`src/sv/tets_ram.sv`:
```
`default_nettype none
module tets_ram #(
	parameter int WIDTH = 8,
	parameter int DEPTH = 32,
	parameter int AW = (DEPTH > 1) ? $clog2(DEPTH) : 1
) (
	input wire logic clk,
	input wire logic we,
	input wire logic [AW-1:0] waddr,
	input wire logic [WIDTH-1:0] wdata,
	input wire logic [AW-1:0] raddr,
	output logic [WIDTH-1:0] rdata
);

	logic [WIDTH-1:0] mem_q [DEPTH];

	always_ff @(posedge clk) begin
		if (we) begin
			mem_q[waddr] <= wdata;
		end
		rdata <= mem_q[raddr];
	end

endmodule
`default_nettype wire

```
`config.mk`:
```
export PLATFORM = sky130hd
export DESIGN_NAME = tets_ram
export DESIGN_NICKNAME = d
export VERILOG_FILES = /design/src/sv/tets_ram.sv
export SDC_FILE = /design/constraint.sdc
export NUM_CORES = 1
export LEC_CHECK = 0
export ABC_AREA = 1
export BUFFER_PORTS_ARGS = -buffer_cell sky130_fd_sc_hd__buf_4
export CORE_MARGIN = 2
export CORE_UTILIZATION = 55
export CTS_CLUSTER_DIAMETER = 60
export DETAILED_ROUTE_END_ITERATION = 8
export PLACE_DENSITY = 0.78
export SLEW_MARGIN = 10
export SYNTH_ARGS = -nofsm -noshare
export SYNTH_HDL_FRONTEND = slang
export SYNTH_SLANG_ARGS = --single-unit
export TNS_END_PERCENT = 30
```
`constraint.sdc`:
```
create_clock -name clk -period 2.75 [get_ports clk]
set_clock_uncertainty 0.15 [all_clocks]
set_input_delay 0.1375 -clock clk [delete_from_list [all_inputs] [get_ports clk]]
set_output_delay 0.1375 -clock clk [all_outputs]
set_load 0.03 [all_outputs]
```
==> results list, run 1 <==
- In this run the tightest slew margin relative to its limit is 0.4687.
* Number of buffers inserted for hold repair after clock tree synthesis: 12
* Timing-limited maximum frequency: 409.9 MHz
- Total power for the finished layout comes to about 8.8 mW.
- The mapped netlist covers 10,790 µm².
* Cell types with the largest area share after synthesis: sky130_fd_sc_hd__edfxtp_1, sky130_fd_sc_hd__nand2_1, sky130_fd_sc_hd__nand3_1
- Max-slew violation count: 0
- Total number of placement rows: just over 50
- Cell with the largest stage delay on the worst path: sky130_fd_sc_hd__dlygate4sd3_1
* Count of TritonRoute iterations in the first routing pass: 6
* Buffers added on ports: 27
- Number of routed nets with antenna violations: 0
* Number of levels the H-tree was split into: 1
* Proportion of synthesized chip area in sequential cells: 0.7275
- Leak Pwr: 4.503 nW
- Area added between synthesis and finish: 12.33%
* Final HPWL from detailed placement: 13,470 µm
- For this run, design rule violations remaining after detail routing come to 0.
* Yosys warnings: 0
- IR analysis of the VDD net gives a maximum drop of just over 0.0006 V.
* Proportion of power drawn by combinational gates: 0.064
* Final number of setup-violating endpoints: 0
- After the last flow step, the layout net total stands at 976.
* Cts bufs inserted: 27
* Syn Inst Count: 922
- The hold violation count in the final report is 0.
- Share of post-route cells with drive strength above 1: 0.08811
* Clock input transition at the sequential cells of the worst setup and hold paths: about 0.060 ns
* Initial antenna violation count: 0
- In this run, the number of DRC markers left after iteration 0 of detailed routing was 875.
- Global-route wire length before repair: 36,220 µm
* Post-CTS Setup Repair Bufs: 0
- The analysis attributes to net switching a power of 1.873 mW.
- Number of resized instances in the post-cts repair step: 0
- The share of total power dissipated in sequential elements is 0.509.
- Diodes inserted: 0
* Die W: 144.0 µm
- The initial utilization of the core area, before any placement, comes to 0.5579.
- The die is 144.0 µm tall.
* Top library cells by usage in the layout, fill and taps aside: sky130_fd_sc_hd__nand2_1, sky130_fd_sc_hd__edfxtp_1, sky130_fd_sc_hd__nand3_1
* Power Dens Cells: ~730 nW/µm²
- The worst setup path is captured at a register.
- The via count of the first global-routing pass is 6,491.
- Of the total power, the share spent switching nets is 0.2121.
- The setup path with the least slack is of type in2reg.
- Total congestion overflow after global routing: 0
- The detailed router placed roughly 7,100 vias in this run.
* Startpoint class of the critical path: primary input
- The synthesized design spends more area on one cell type than any other, namely sky130_fd_sc_hd__edfxtp_1.
* Crit path cell chain: buf_4 -> inv_2 -> buf_4 -> nand3_1 -> nand3_1 -> nand2_1 -> nand2_1 -> nand2_1 -> nand2_1 -> dlygate4sd3_1 -> nand2_1 -> dlygate4sd3_1
- At the later pin of the worst-skew pair, clock insertion delay measures 0.53 ns.
- At the worst endpoint, the required time is 3.01 ns.
- The smallest clock period supported by the final layout is computed as approximately 2.4 ns.
* Number of distinct library cell variants in the gate-level netlist after synthesis: 12
- Synthesis-stage register bit count: approximately 260
- The share of synthesized area in the top cell type comes to 0.7127.
- Adding up every negative setup slack in the final design gives 0 ns.
* P_int: ~7 mW
- Power share of the clock group: 0.427
- In this run the worst hold path is classified as in2reg.
* Measured slew at the worst slew-check pin: 0.7940 ns
* Clock tree from TritonCTS: yes
* Mean instance size in the synthesized netlist: 11.70 µm²
- Dividing the final minimum period by the clock period gives 0.8871.
- CTS placed an instance of sky130_fd_sc_hd__clkbuf_16 at the clock tree root.
* Outcome: completed
* Maximum fanout count along the critical path: 30
* Overall global routing resource usage: 0.2349
- The filler cells instantiated in the layout total ~1,500.
- Total wirelength of the detailed-routed design: approximately 24,000 µm
- The die covers 20,750 µm².
* CTS Buffer Depth: 3
- Counting every net in the synthesized netlist gives 942.
- Drt via density: 5.699
* Clock sink total: approximately 260
- Maximum number of pins on one net before global-route repair: roughly 130
- The tool flagged a number of max-cap violations equal to 0.
- Delay of the slowest critical-path stage: ~0.56 ns
- CP Data Arrival Time: 2.70 ns
* Final GP Congestion: between 0.9 and 1
- Cell occurring most often along the worst timing path: sky130_fd_sc_hd__nand2_1
- Unrepaired setup endpoints after global routing: no
* Std-Cell Core Area: 19,330 µm²
- In the final routed layout, each cell accounts on average for 19.25 µm.
- Number of top-level pins: 28
* Most frequent standard cell in the layout excluding fill and tap cells: sky130_fd_sc_hd__nand2_1
cell usage after synthesis:
cell / number
sky130_fd_sc_hd__nor2_1: 32
sky130_fd_sc_hd__buf_6: 24
sky130_fd_sc_hd__clkbuf_1: 7
sky130_fd_sc_hd__inv_1: 8
sky130_fd_sc_hd__edfxtp_1: 256
sky130_fd_sc_hd__buf_2: 15
sky130_fd_sc_hd__nand2_1: 360
sky130_fd_sc_hd__inv_2: 2
sky130_fd_sc_hd__dfxtp_1: 8
sky130_fd_sc_hd__nand3_1: 204
sky130_fd_sc_hd__buf_4: 4
sky130_fd_sc_hd__buf_1: 2
worst max-delay path, delay by kind of cell:
kind,cells,cell delay [ns]
buffers and inverters,5,2.01
and+or+nand+nor,7,0.54
worst paths after layout:
kind              slack [ns]      endpoint    startpoint  depth (start not counted)
setup / recovery        0.31      rdata[0]      raddr[1]                         12
hold / removal          0.15  mem_q[26][1]      waddr[4]                          3
setup reg to reg        0.39      rdata[0]  mem_q[19][0]                         10
hold reg to reg         0.64      rdata[4]  mem_q[14][4]                          8
sequential cells by signal, summed over array words and instances, names as in the netlist:
signal / cells
mem_q: 256
rdata: 8
final cells by class:
type / count / area (µm²) / share of cell area
inverters: 10 / 38.79 / 0.003201
multi-input cells: 596 / 2492 / 0.2057
clock inverters: 14 / 197.7 / 0.01632
well taps: 265 / 331.6 / 0.02736
repair buffers: 57 / 483.0 / 0.03986
clock buffers: 35 / 725.7 / 0.05989
flip-flops and latches: 264 / 7848 / 0.6477
per-layer routing:
metal  GRT usage  vias up  part of all wire
li1            -     3269                 -
met1      0.3285     3341              0.40
met2      0.3815      398              0.48
met3     0.03742       65             0.094
met4     0.07895        0             0.032
met5           0        -                 0
logic make-up (layout without fill, tap and decap cells):
| group | after synthesis | count (layout) | share of synthesized area |
|---|---|---|---|
| and+or+nand+nor | 596 | 596 | 0.2311 |
| buffers and inverters | 62 | 116 | 0.04141 |
| DFF | 264 | 264 | 0.7275 |
metrics by stage:
stage                     setup slack [ns]  hold slack [ns]  cells  instance area [µm²]    util
after floorplan                      1.428          0.08637    922                10790       -
after global placement              0.7472           0.2855   1180                11070  0.5727
after detailed placement            0.6737           0.2867   1180                11070  0.5727
after CTS                           0.3870           0.1435   1241                12120  0.6267
after global routing                0.2174           0.1884   1241                12120  0.6267
final                               0.3106           0.1485   1241                12120  0.6267
power by group through the flow:
stage,clock network [mW],registers (mW),logic [mW]
global placement,0,4.58,0.535
global route,3.96,4.49,0.620
CTS,3.79,4.49,0.561
detailed placement,0,4.58,0.542
floorplan,0,4.60,0.322
finish,3.77,4.49,0.568
No activity file was read; power rests on OpenSTA's default activity.
==> run 2, diff against run 1 <==
- PLACE_DENSITY: 0.78 -> 0.77
- SLEW_MARGIN: 10 -> 20
==> results list, run 2 (synthesis results as in run 1) <==
* Drc violations: 0 (unchanged)
- Outcome: completed
* Maximum fanout count along the critical path: 33 (+10%)
* Buffers added on ports: 27 (unchanged)
- Power Dens Cells: 695.3 nW/µm² (-4.6%)
- Std-Cell Core Area: 19,330 µm² (unchanged)
- Share of post-route cells with drive strength above 1: 0.08000 (-0.008115)
* Timing-limited maximum frequency: 393.0 MHz (-4.1%)
- Initial DRC count: 777 (-11%)
* Startpoint class of the critical path: primary input
* Number of routed nets with antenna violations: 0 (unchanged)
- Number of levels the H-tree was split into: 1 (unchanged)
- Die Ht: 144.0 µm (unchanged)
* Count of TritonRoute iterations in the first routing pass: 5 (-1)
- The number of flip-flops under the largest register name is 256 (unchanged).
- The maximum vdd drop came to 0.0005579 V (-9.3%).
- The via count of the first global-routing pass came to 6,824 (+5.1%).
- The slew of the pin with the lowest slew margin was 1.047 ns (+0.2534 ns).
- Number of buffers inserted for hold repair after clock tree synthesis: 12 (unchanged)
* CP Data Arrival Time: 2.81 ns (+0.11 ns)
- By startpoint and endpoint, the worst setup path is classified as in2reg.
* Setup slack, reg-to-reg: 0.33 ns (-0.06 ns)
* Routed wire per std cell: 19.82 µm (+3.0%)
- Register containing the most flip-flops in the final layout: mem_q
- Cts bufs inserted: 26 (-3.7%)
- Required time worst endpoint: 3.01 ns (about the same)
- The die width is 144.0 µm (unchanged).
* Leak Pwr: 4.438 nW (-1.5%)
- The post-CTS setup repair buffer count was 0 (unchanged).
* Destination of the worst register-to-register timing path: rdata[6]
- Total negative slack: 0 ns (unchanged)
- CTS Buffer Depth: 3 (unchanged)
- Leaving out fill and tap cells, the most frequent cells in the layout are sky130_fd_sc_hd__nand2_1, sky130_fd_sc_hd__edfxtp_1, sky130_fd_sc_hd__nand3_1.
- The tree is rooted in a sky130_fd_sc_hd__clkbuf_16.
- The initial antenna violation count was 0 (unchanged).
- Finished layout cell area: 11,980 µm² (-1.1%)
* Total congestion overflow after global routing: 0 (unchanged)
* Timing endpoint of the critical path: rdata[6]
- Via Count: 7,017 (-0.79%)
- Maximum number of pins on one net before global-route repair: 129 (unchanged)
* Number of resized instances in the post-cts repair step: 0 (unchanged)
- The number of setup violations in the final report is 0 (unchanged).
- The HPWL after detailed placement came to 14,200 µm (+5.4%).
* Largest registers: mem_q: 256 flops, rdata: 8 flops
- The instance area at placement came to 11,090 µm² (+0.14%).
- Number of cells on the worst reg-to-reg path: 10 (unchanged)
* Area of the die: 20,750 µm² (unchanged)
- The count of pins on the block boundary is 28 (unchanged).
* Post-route clock period utilization: 0.9252 (+0.03814)
- The hold violation count in the final report came to 0 (unchanged).
- Setup repair after global routing left no endpoint under its margin.
- Diodes inserted: 0 (unchanged)
- Drt via density: 5.659 (-0.71%)
- In this run the critical register-to-register path is launched from mem_q[20][6].
- STA classifies the critical path endpoint as a register.
- The max-slew violation count is 0 (unchanged).
* Overall global routing resource usage: 0.2432 (+0.008360)
* Total number of placement rows: 51 (unchanged)
* Final GP Congestion: 0.9452 (+4.5%)
- The number of max-cap violations came to 0 (unchanged).
- The number of nets in the layout was 977 (+0.10%).
- Most frequent standard cell in the layout excluding fill and tap cells: sky130_fd_sc_hd__nand2_1
- Launching element of the worst setup path: raddr[2]
* Starting density of the core: 0.5579 (unchanged)
* Global-route wire length before repair: 37,800 µm (+4.4%)
- Worst Hold Depth: 3 (unchanged)
- The clock latency of the later-clocked register in the worst-skew pair is 0.53 ns (about the same).
* Total wirelength of the detailed-routed design: 24,580 µm (+2.9%)
- The headroom to the max-slew limit is 0.3010 (-0.1677).
* Area added between synthesis and finish: 11.09%
* Clock tree from TritonCTS: yes
* Clock input transition at the sequential cells of the worst setup and hold paths: 0.06 ns (about the same)
* Min Clock Period, post-route: 2.544 ns (+0.1049 ns)
- Worst hold path class: in2reg
- The number of clock sinks came to 264 (unchanged).
==> run 2: cell count changes in the layout (fill, tap and decap cells not counted) <==
cell / previous run / this run
sky130_fd_sc_hd__clkinv_4: 1 / 0
sky130_fd_sc_hd__inv_6: 1 / 0
sky130_fd_sc_hd__clkinv_2: 4 / 2
sky130_fd_sc_hd__clkinv_1: 4 / 11
sky130_fd_sc_hd__bufinv_16: 5 / 1
sky130_fd_sc_hd__clkbuf_8: 2 / 0
sky130_fd_sc_hd__buf_4: 43 / 45
==> run 2: worst min path at each step <==
stage	startpoint	endpoint
final	waddr[4]	mem_q[24][1]
after global routing	waddr[4]	mem_q[27][1]
after CTS	waddr[4]	mem_q[25][2]
after detailed placement	raddr[4]	rdata[4]
after global placement	raddr[4]	rdata[6]
after floorplan	wdata[0]	mem_q[0][0]
==> run 2: stage by stage <==
stage	std cells	power, mW	hold slack (ns)	setup WS, ns	utilization
floorplan	922	4.921	0.08637	1.428	-
global placement	1182	5.116	0.2871	0.7204	0.5735
detailed placement	1182	5.125	0.2846	0.6756	0.5735
CTS	1240	8.353	0.1213	0.3137	0.6198
global route	1240	8.572	0.1461	0.1092	0.6198
finish	1240	8.331	0.1471	0.2057	0.6198
==> run 2: layout make-up <==
type,count,area [µm²]
clock buffers,33,698.2
clock inverters,13,76.32
fillers,1451,7352
inverters,10,38.79
multi-input cells,596,2492
flip-flops and latches,264,7848
well taps,265,331.6
repair buffers,59,498.0
==> run 2: critical path: stages <==
cell	delay, ns
sky130_fd_sc_hd__buf_4	0.36
sky130_fd_sc_hd__inv_1	0.59
sky130_fd_sc_hd__nand3_1	0.25
sky130_fd_sc_hd__nand2_1	0.11
sky130_fd_sc_hd__nand2_1	0.07
sky130_fd_sc_hd__nand2_1	0.05
sky130_fd_sc_hd__nand2_1	0.05
sky130_fd_sc_hd__dlygate4sd3_1	0.56
sky130_fd_sc_hd__nand2_1	0.06
sky130_fd_sc_hd__dlygate4sd3_1	0.55
==> run 2: report_power, final <==
part	leakage (nW)	internal [mW]	total, mW	switching, mW
clock network	0.375	1.87	3.27	1.40
registers	2.37	4.47	4.50	0.0237
logic	1.69	0.160	0.567	0.407
total	4.44	6.50	8.33	1.83
==> run 2: per-layer routing <==
metal / track usage / share of wire
met5: 0 / 0
met1: 0.3394 / 0.40
met4: 0.08617 / 0.036
met3: 0.03940 / 0.087
met2: 0.3932 / 0.48
