[src/sv/tets_pkg.sv]
`default_nettype none
package tets_pkg;

	localparam int TABLE_DEPTH_DEF = 32;
	localparam int MAX_RESULTS = 32;
	localparam int KW = $clog2(MAX_RESULTS + 1);

	localparam int TW = 33;
	localparam int TAGW = 32;

	localparam logic [TW-1:0] TIME_MIN = 33'd1577836800;
	localparam logic [TW-1:0] TIME_MAX = 33'd4102444800;
	localparam logic [TW-1:0] SYNC_MIN = 33'd1000000000;
	localparam logic [TW:0] DAY_SECONDS = 34'd86400;
	localparam logic [5:0] MAX_EVENTS_RST = 6'd5;

	typedef enum logic [1:0] {
		MODE_RELOAD = 2'd0,
		MODE_ADD = 2'd1,
		MODE_TICK = 2'd2,
		MODE_NONE = 2'd3
	} mode_t;

	typedef enum logic [3:0] {
		STS_OK = 4'd0,
		STS_MISSING = 4'd1,
		STS_ORDER = 4'd2,
		STS_RANGE = 4'd3,
		STS_DUP = 4'd4,
		STS_FULL = 4'd5,
		STS_FIRED = 4'd6,
		STS_NONE = 4'd7,
		STS_RELOAD = 4'd8
	} sts_t;

	typedef enum logic [1:0] {
		ST_IDLE,
		ST_ADD_SCAN,
		ST_TICK_SCAN
	} state_t;

	typedef struct packed {
		logic [TW-1:0] start_t;
		logic [TW-1:0] end_t;
		logic [TAGW-1:0] tag;
		logic fired;
	} entry_t;

	typedef struct packed {
		logic live_match;
		logic prior_match;
		logic keep;
		logic active;
	} cmp_t;

endpackage
`default_nettype wire

[src/sv/tets_cmp.sv]
`default_nettype none
module tets_cmp import tets_pkg::*; (
	input wire entry_t live,
	input wire entry_t prior,
	input wire logic [TW-1:0] key_start,
	input wire logic [TAGW-1:0] key_tag,
	input wire logic [TW-1:0] now,
	output cmp_t res
);

	always_comb begin
		res.live_match = (live.start_t == key_start) && (live.tag == key_tag);
		res.prior_match = (prior.start_t == key_start) && (prior.tag == key_tag);
		// expiry sum carried one bit wider so it never wraps
		res.keep = ({1'b0, now} < ({1'b0, live.end_t} + DAY_SECONDS));
		res.active = (now >= live.start_t) && (now < live.end_t);
	end

endmodule
`default_nettype wire

[config.mk]
export PLATFORM = sky130hd
export DESIGN_NAME = tets_cmp
export DESIGN_NICKNAME = d
export VERILOG_FILES = /design/src/sv/tets_pkg.sv /design/src/sv/tets_cmp.sv
export SDC_FILE = /design/constraint.sdc
export NUM_CORES = 1
export LEC_CHECK = 0
export ABC_AREA = 1
export ABC_CLOCK_PERIOD_IN_PS = 3900
export CAP_MARGIN = 0
export CORE_AREA = 4 4 114 116
export DETAILED_ROUTE_END_ITERATION = 10
export DIE_AREA = 0 0 118 120
export DONT_BUFFER_PORTS = 1
export MAX_ROUTING_LAYER = met4
export PLACE_DENSITY = 0.62
export SLEW_MARGIN = 20
export SYNTH_ARGS = -nofsm -noshare
export SYNTH_HDL_FRONTEND = slang
export SYNTH_SLANG_ARGS = --single-unit
[constraint.sdc]
create_clock -name vclk -period 3.9
set_input_delay 0.39 -clock vclk [all_inputs]
set_output_delay 0.39 -clock vclk [all_outputs]
set_load 0.02 [all_outputs]
==> results_dict.tcl, run 1 <==
set metrics [dict create \
    fp.dieW_um 118 \
    fill_cells 1365 \
    row_count 40 \
    first_iter_violations 209 \
    cts_resized 0 \
    critPathLaunchType "primary input" \
    cap_violations 0 \
    synth_area_mm2 0.00468 \
    drc 0 \
    fin_hold_ws_ps 1140 \
    placement.io_buffers 0 \
    synth.yosys.seq_area_share 0 \
    layout-drive-gt1-share 0.0347 \
    p_leak_nw 2.51 \
    syn_nets 1165 \
    seqCellArea_um2 0 \
    drt-vias-per-instance 5.23 \
    max_freq_mhz 334 \
    synth_top_area_share 0.246 \
    antennaDiodeCount 0 \
    setup_viol 0 \
    synthToLayoutAreaGrowth_pct 3.93 \
    synth_cells 777 \
    required_ps 3510 \
    hold_viol 0 \
    hold_class "primary input to output pin" \
    tightest_slew_ps 525 \
    routed_wl_mm 17.5 \
    slew_viol_final 0 \
    ant_nets 0 \
    grt_use_total 0.244 \
    path_max_fanout 4 \
    worstPathArrival_ps 2600 \
    ioPinCount 300 \
    fp.coreArea_mm2 0.0119 \
    post_synth_num_cell_types 31 \
    rsz0062_at_grt "false" \
    powerDensity_mw_per_mm2 94.1 \
    cts_setup_buffers 0 \
    start_util 0.393 \
    firstDrtPassIters 4 \
    layout.cells.non_filler 924 \
    die_h_um 120 \
    overflow 0 \
    die_area_mm2 0.0142 \
    cts_hold_buf 0 \
    grt_pass1_wl_mm 26.5 \
    post-route-min-period_ps 2990 \
    synth_area_leaders "ha_1, nand2_1, xnor2_1" \
    dp_cells 924 \
    antenna_found_initial 0 \
    vias 4832 \
    crit_path_end_kind "output pin" \
    period_share 0.768 \
    place_hpwl_mm 16.6 \
    critical_path_class "primary input to output pin" \
    grt_pass1_vias 4878 \
    status "finished, final reports clean" \
    power_w 0.000458 \
    synth_top_area_cell "ha_1" \
    synth_warnings 0 \
    synth_area_per_cell_um2 6.03 \
    tns_ps 0 \
    peakVddDrop_mv 0.0458 \
    nClkBuffers 0 \
    final_util 0.409 \
    grt_max_degree 9 \
    gp_congestion 0.947 \
    wl_per_cell_um 19.0 \
    relSlewSlack 0.648 \
    seq_cells 0 \
    layout.nets 1167 \
]
cell families (layout without fill, tap and decap cells):
group                    Yosys count  in the layout  share of synthesized area
AND/OR/NAND/NOR                  356            356                      0.334
buffers and inverters            127            127                      0.102
XOR/XNOR                         114            114                      0.213
adder cells (fa/ha/maj)           92             92                      0.246
AO/OA/AOI/OAI                     88             88                      0.105
power breakdown:
part / internal, W / switching, W / total [W]
Combinational: 0.000207 / 0.000251 / 0.000458
Sequential: 0 / 0 / 0
Clock: 0 / 0 / 0
area by class of cell:
type / count / area, um2 / area share
inverter: 127 / 477 / 0.0979
multi-input combinational: 650 / 4210 / 0.864
tap: 147 / 184 / 0.0378
per-stage QoR:
stage	setup slack, ps	cell area, um2
3_5_place_dp	913	4870
5_1_grt	627	4870
3_3_place_gp	918	4870
2_1_floorplan	1230	4680
6_report	906	4870
4_1_cts	905	4870
Yosys cell counts, types with 2 or more instances:
library cell  instances
nor2_2                4
ha_1                 92
a21o_1                2
inv_1               124
nor3_1               26
o21bai_1              2
o21a_1                3
or2_2                 4
nor3_2                2
o22ai_1              10
o21ai_0              23
nand3_1              31
nor4_1                2
nand2_1             192
xnor2_1              66
nand4_1              22
a21oi_1              43
nand2_2               7
nor2_4                2
inv_2                 3
nand2_4               2
xor2_1               48
nor2_1               59
placed cells by master (no fill, tap or decap), drive strengths merged:
| cell type | netlist | routed |
|---|---|---|
| nor3 | 28 | 28 |
| and2 | 1 | 1 |
| o21bai | 2 | 2 |
| a22o | 1 | 1 |
| xor2 | 48 | 48 |
| inv | 127 | 127 |
| or2 | 4 | 4 |
| nor2 | 65 | 65 |
| xnor2 | 66 | 66 |
| nand2 | 201 | 201 |
| o211ai | 1 | 1 |
| nand3 | 32 | 32 |
| nor4 | 2 | 2 |
| o21ai | 26 | 26 |
| a21o | 2 | 2 |
| o22ai | 10 | 10 |
| and3 | 1 | 1 |
| a21oi | 43 | 43 |
| nand4 | 22 | 22 |
| ha | 92 | 92 |
| o21a | 3 | 3 |
routing by layer:
metal  part of all wire  wire length, um  GRT usage
met5                  0                0          -
met4              0.012              210     0.0227
met3               0.12             2110     0.0999
met2               0.47             8210      0.417
met1               0.40             7020      0.280
worst max-delay path: stages:
cell and delay (ps):
inv_1 40, ha_1 200, inv_1 50, nand2_1 110
o21ai_4 190, nand2_1 70, nand2_1 110, nand4_1 80
nand2_1 160, xor2_1 90, ha_1 300, nand3_1 100
nor3_1 240, nand3_1 110, a21oi_1 130, nand2_1 70
nand2_1 60, inv_1 100
path summary, 6_finish.rpt:
kind	from	end	slack, ps	cells past startpoint
setup / recovery	live[40]	res[1]	910	18
hold / removal	prior[66]	res[2]	1140	5
No activity file was read; power rests on OpenSTA's default activity.
==> run 2, diff against run 1 <==
--- a/config.mk
+++ b/config.mk
@@ -6,7 +6,7 @@
 export NUM_CORES = 1
 export LEC_CHECK = 0
 export ABC_AREA = 1
-export ABC_CLOCK_PERIOD_IN_PS = 3900
+export ABC_CLOCK_PERIOD_IN_PS = 3000
 export CAP_MARGIN = 0
 export CORE_AREA = 4 4 114 116
 export DETAILED_ROUTE_END_ITERATION = 10
==> constraint.sdc (replaced) <==
create_clock -name vclk -period 3
set_input_delay 0.3 -clock vclk [all_inputs]
set_output_delay 0.3 -clock vclk [all_outputs]
set_load 0.02 [all_outputs]
==> results_dict.tcl, run 2 (synthesized netlist as in run 1, its figures left out) <==
set metrics [dict create \
    grt_pass1_wl_mm 26.3 \
    layout_commonest_cell "nand2_1" \
    status "finished, final reports clean" \
    layout_common_cells "nand2_1, inv_1, ha_1" \
    fp.coreArea_mm2 0.0119 \
    fin_hold_ws_ps 963 \
    grt_pass1_vias 4825 \
    grt_use_total 0.243 \
    antennaDiodeCount 0 \
    placement.io_buffers 0 \
    critPathLaunchType "primary input" \
    overflow 0 \
    synthToLayoutAreaGrowth_pct 4.54 \
    worstPathArrival_ps 2460 \
    firstDrtPassIters 4 \
    tightest_slew_ps 539 \
    cp-endpoint "res[1]" \
    place_hpwl_mm 16.6 \
    cp.depth 18 \
    crit_path_end_kind "output pin" \
    layout-drive-gt1-share 0.0437 \
    drc 0 \
    required_ps 2700 \
    fill_cells 1355 \
    path_max_fanout 4 \
    hold_viol 0 \
    gp_congestion 0.938 \
    routed_wl_mm 17.5 \
    fin_area_mm2 0.00490 \
    peakVddDrop_mv 0.0510 \
    relSlewSlack 0.639 \
    crit_family "simple AND/OR/NAND/NOR gates" \
    cap_violations 0 \
    max_stage_delay_ps 300 \
    die_h_um 120 \
    critical_path_class "primary input to output pin" \
    ant_nets 0 \
    seqCellArea_um2 0 \
    ioPinCount 300 \
    slew_viol_final 0 \
    hold_class "primary input to output pin" \
    grt_max_degree 9 \
    row_count 40 \
    powerDensity_mw_per_mm2 122 \
    drt-vias-per-instance 5.27 \
    antenna_found_initial 0 \
    vias 4873 \
    cp_slowest_cell "ha_1" \
    fp.dieW_um 118 \
    critPathLaunch "live[40]" \
    seq_cells 0 \
    setup_viol 0 \
    p_leak_nw 2.52 \
    die_area_mm2 0.0142 \
    post-route-min-period_ps 2760 \
    layout.nets 1168 \
    max_freq_mhz 362 \
    postPlaceCellArea_mm2 0.00487 \
    cts_hold_buf 0 \
    nClkBuffers 0 \
    dp_cells 924 \
    first_iter_violations 218 \
    start_util 0.393 \
    crit_chain "inv_1, ha_1, inv_1, nand2_2, o21ai_4, nand2_1, nand2_2, nand4_1, nand2_2, xor2_1, ha_1, nand3_2, nor3_2, nand3_1, a21oi_2, nand2_1, nand2_1, inv_1" \
    period_share 0.920 \
    crit_buf_inv 3 \
    layout.cells.non_filler 925 \
    wl_per_cell_um 19.0 \
]
## run 2: worst min path at each step
stage	from	endpoint	slack, ps	cells after the start
after detailed placement	prior[74]	res[2]	960	5
final	key_start[28]	res[3]	960	5
after CTS	prior[74]	res[2]	960	5
after global routing	key_start[28]	res[3]	1010	5
after floorplan	prior[3]	res[2]	860	5
after global placement	prior[18]	res[2]	960	5
## run 2: layout make-up
type	count	area, um2	area share
Tap cell	147	184	0.0376
Multi-Input combinational cell	650	4230	0.864
Inverter	127	477	0.0973
Timing Repair Buffer	1	7.51	0.00153
## run 2: power by group
| part | internal, W | switching, W |
|---|---|---|
| registers | 0 | 0 |
| clock network | 0 | 0 |
| logic | 0.000271 | 0.000327 |
| total | 0.000271 | 0.000327 |
## run 2: worst min-delay path: stages
cell and delay [ps]:
xnor2_1 50, nand4_1 80, nor2_1 40, nand3_1 70
nor2_1 130
## run 2: repair_timing
item,in CTS,in global routing
gates resized for setup,0,6
setup buffers,0,1
endpoints found under the setup margin,0,1
## run 2: metal layers
metal | up-vias | routed length, um | GRT usage
met5 | - | 0 | -
met4 | 0 | 114 | 0.0147
met3 | 6 | 2110 | 0.0990
met2 | 200 | 8350 | 0.429
met1 | 2145 | 6950 | 0.272
li1 | 2522 | - | -
## run 2: stage by stage
step / power (W) / worst slack (ps) / util / setup TNS, ps
2_1_floorplan: 0.000475 / 512 / - / 0
3_3_place_gp: 0.000594 / 218 / 0.409 / 0
3_5_place_dp: 0.000596 / 135 / 0.409 / 0
4_1_cts: 0.000601 / 131 / 0.409 / 0
5_1_grt: 0.000701 / -20.9 / 0.411 / -20.9
6_report: 0.000598 / 241 / 0.411 / 0
==> run 3, diff against run 2 <==
--- a/config.mk
+++ b/config.mk
@@ -6,8 +6,8 @@
 export NUM_CORES = 1
 export LEC_CHECK = 0
 export ABC_AREA = 1
-export ABC_CLOCK_PERIOD_IN_PS = 3000
-export CAP_MARGIN = 0
+export ABC_CLOCK_PERIOD_IN_PS = 3100
+export CAP_MARGIN = 20
 export CORE_AREA = 4 4 114 116
 export DETAILED_ROUTE_END_ITERATION = 10
 export DIE_AREA = 0 0 118 120
==> constraint.sdc (replaced) <==
create_clock -name vclk -period 3.1
set_input_delay 0.31 -clock vclk [all_inputs]
set_output_delay 0.31 -clock vclk [all_outputs]
set_load 0.02 [all_outputs]
==> results_dict.tcl, run 3 (synthesized netlist as in run 1, its figures left out) <==
set metrics [dict create \
    status "finished, final reports clean" \
    hold_class "primary input to output pin" \
    drc 0 \
    tns_ps 0 \
    drt-vias-per-instance 5.14 \
    critical_path_class "primary input to output pin" \
    layout.nets 1167 \
    gp_congestion 0.932 \
    overflow 0 \
    tightest_slew_ps 563 \
    relSlewSlack 0.624 \
    antenna_found_initial 0 \
    p_leak_nw 2.51 \
    powerDensity_mw_per_mm2 118 \
    grt_pass1_wl_mm 26.5 \
    ioPinCount 300 \
    grt_use_total 0.244 \
    first_iter_violations 197 \
    synthToLayoutAreaGrowth_pct 3.93 \
    hold_viol 0 \
    path_max_fanout 4 \
    crit_chain "inv_1, ha_1, inv_1, nand2_1, o21ai_4, nand2_1, nand2_1, nand4_1, nand2_1, xor2_1, ha_1, nand3_1, nor3_1, nand3_1, a21oi_1, nand2_1, nand2_1, inv_1" \
    start_util 0.393 \
    grt_pass1_vias 4873 \
    crit_buf_inv 3 \
    required_ps 2790 \
    ant_nets 0 \
    firstDrtPassIters 5 \
    hp-start "key_start[28]" \
    setup_viol 0 \
    cp_common_cell "nand2_1" \
    die_h_um 120 \
    antennaDiodeCount 0 \
    vias 4752 \
    cap_violations 0 \
    seqCellArea_um2 0 \
    placement.io_buffers 0 \
    cts_setup_buffers 0 \
    fp.dieW_um 118 \
    cp_slowest_cell "ha_1" \
    nClkBuffers 0 \
    max_stage_delay_ps 300 \
    seq_cells 0 \
    layout_commonest_cell "nand2_1" \
    routed_wl_mm 17.4 \
    layout_common_cells "nand2_1, inv_1, ha_1" \
    place_hpwl_mm 16.6 \
    crit_path_end_kind "output pin" \
    critPathLaunch "live[40]" \
    pre_cts_slack_ps 264 \
    wl_per_cell_um 18.8 \
    slew_viol_final 0 \
    worstPathArrival_ps 2490 \
    max_freq_mhz 357 \
    rsz0062_at_grt "false" \
    row_count 40 \
    setup_ws_ps 300 \
    post-route-min-period_ps 2800 \
    crit_family "simple AND/OR/NAND/NOR gates" \
    fp.coreArea_mm2 0.0119 \
    die_area_mm2 0.0142 \
    layout-drive-gt1-share 0.0347 \
    grt_max_degree 9 \
    cts_hold_buf 0 \
    period_share 0.903 \
    cts_resized 0 \
    peakVddDrop_mv 0.0509 \
    critPathLaunchType "primary input" \
]
[run 3: worst paths after layout]
check / slack, ps / depth (start not counted) / end
max: 300 / 18 / res[1]
min: 980 / 5 / res[3]
[run 3: power breakdown]
group	internal, W	switching [W]
registers	0	0
clock network	0	0
logic	0.000260	0.000314
total	0.000260	0.000314
[run 3: area by class of cell]
type	count	area [um2]
fill	1343	7040
tap	147	184
multi-input combinational	650	4210
inverter	127	477
[run 3: stage by stage]
step           cell area, um2  utilization  instances  power, W  hold WS (ps)
2_1_floorplan            4680            -        777  0.000460           884
3_3_place_gp             4870        0.409        924  0.000574           983
3_5_place_dp             4870        0.409        924  0.000577           982
4_1_cts                  4870        0.409        924  0.000581           981
5_1_grt                  4870        0.409        924  0.000676          1020
6_report                 4870        0.409        924  0.000574           980
[run 3: layer usage]
layer  share of wire  track usage  up-vias
met5               0            -        -
met2            0.47        0.416      181
li1                -            -     2513
met4           0.013       0.0271        0
met3            0.13        0.101       12
met1            0.39        0.277     2046
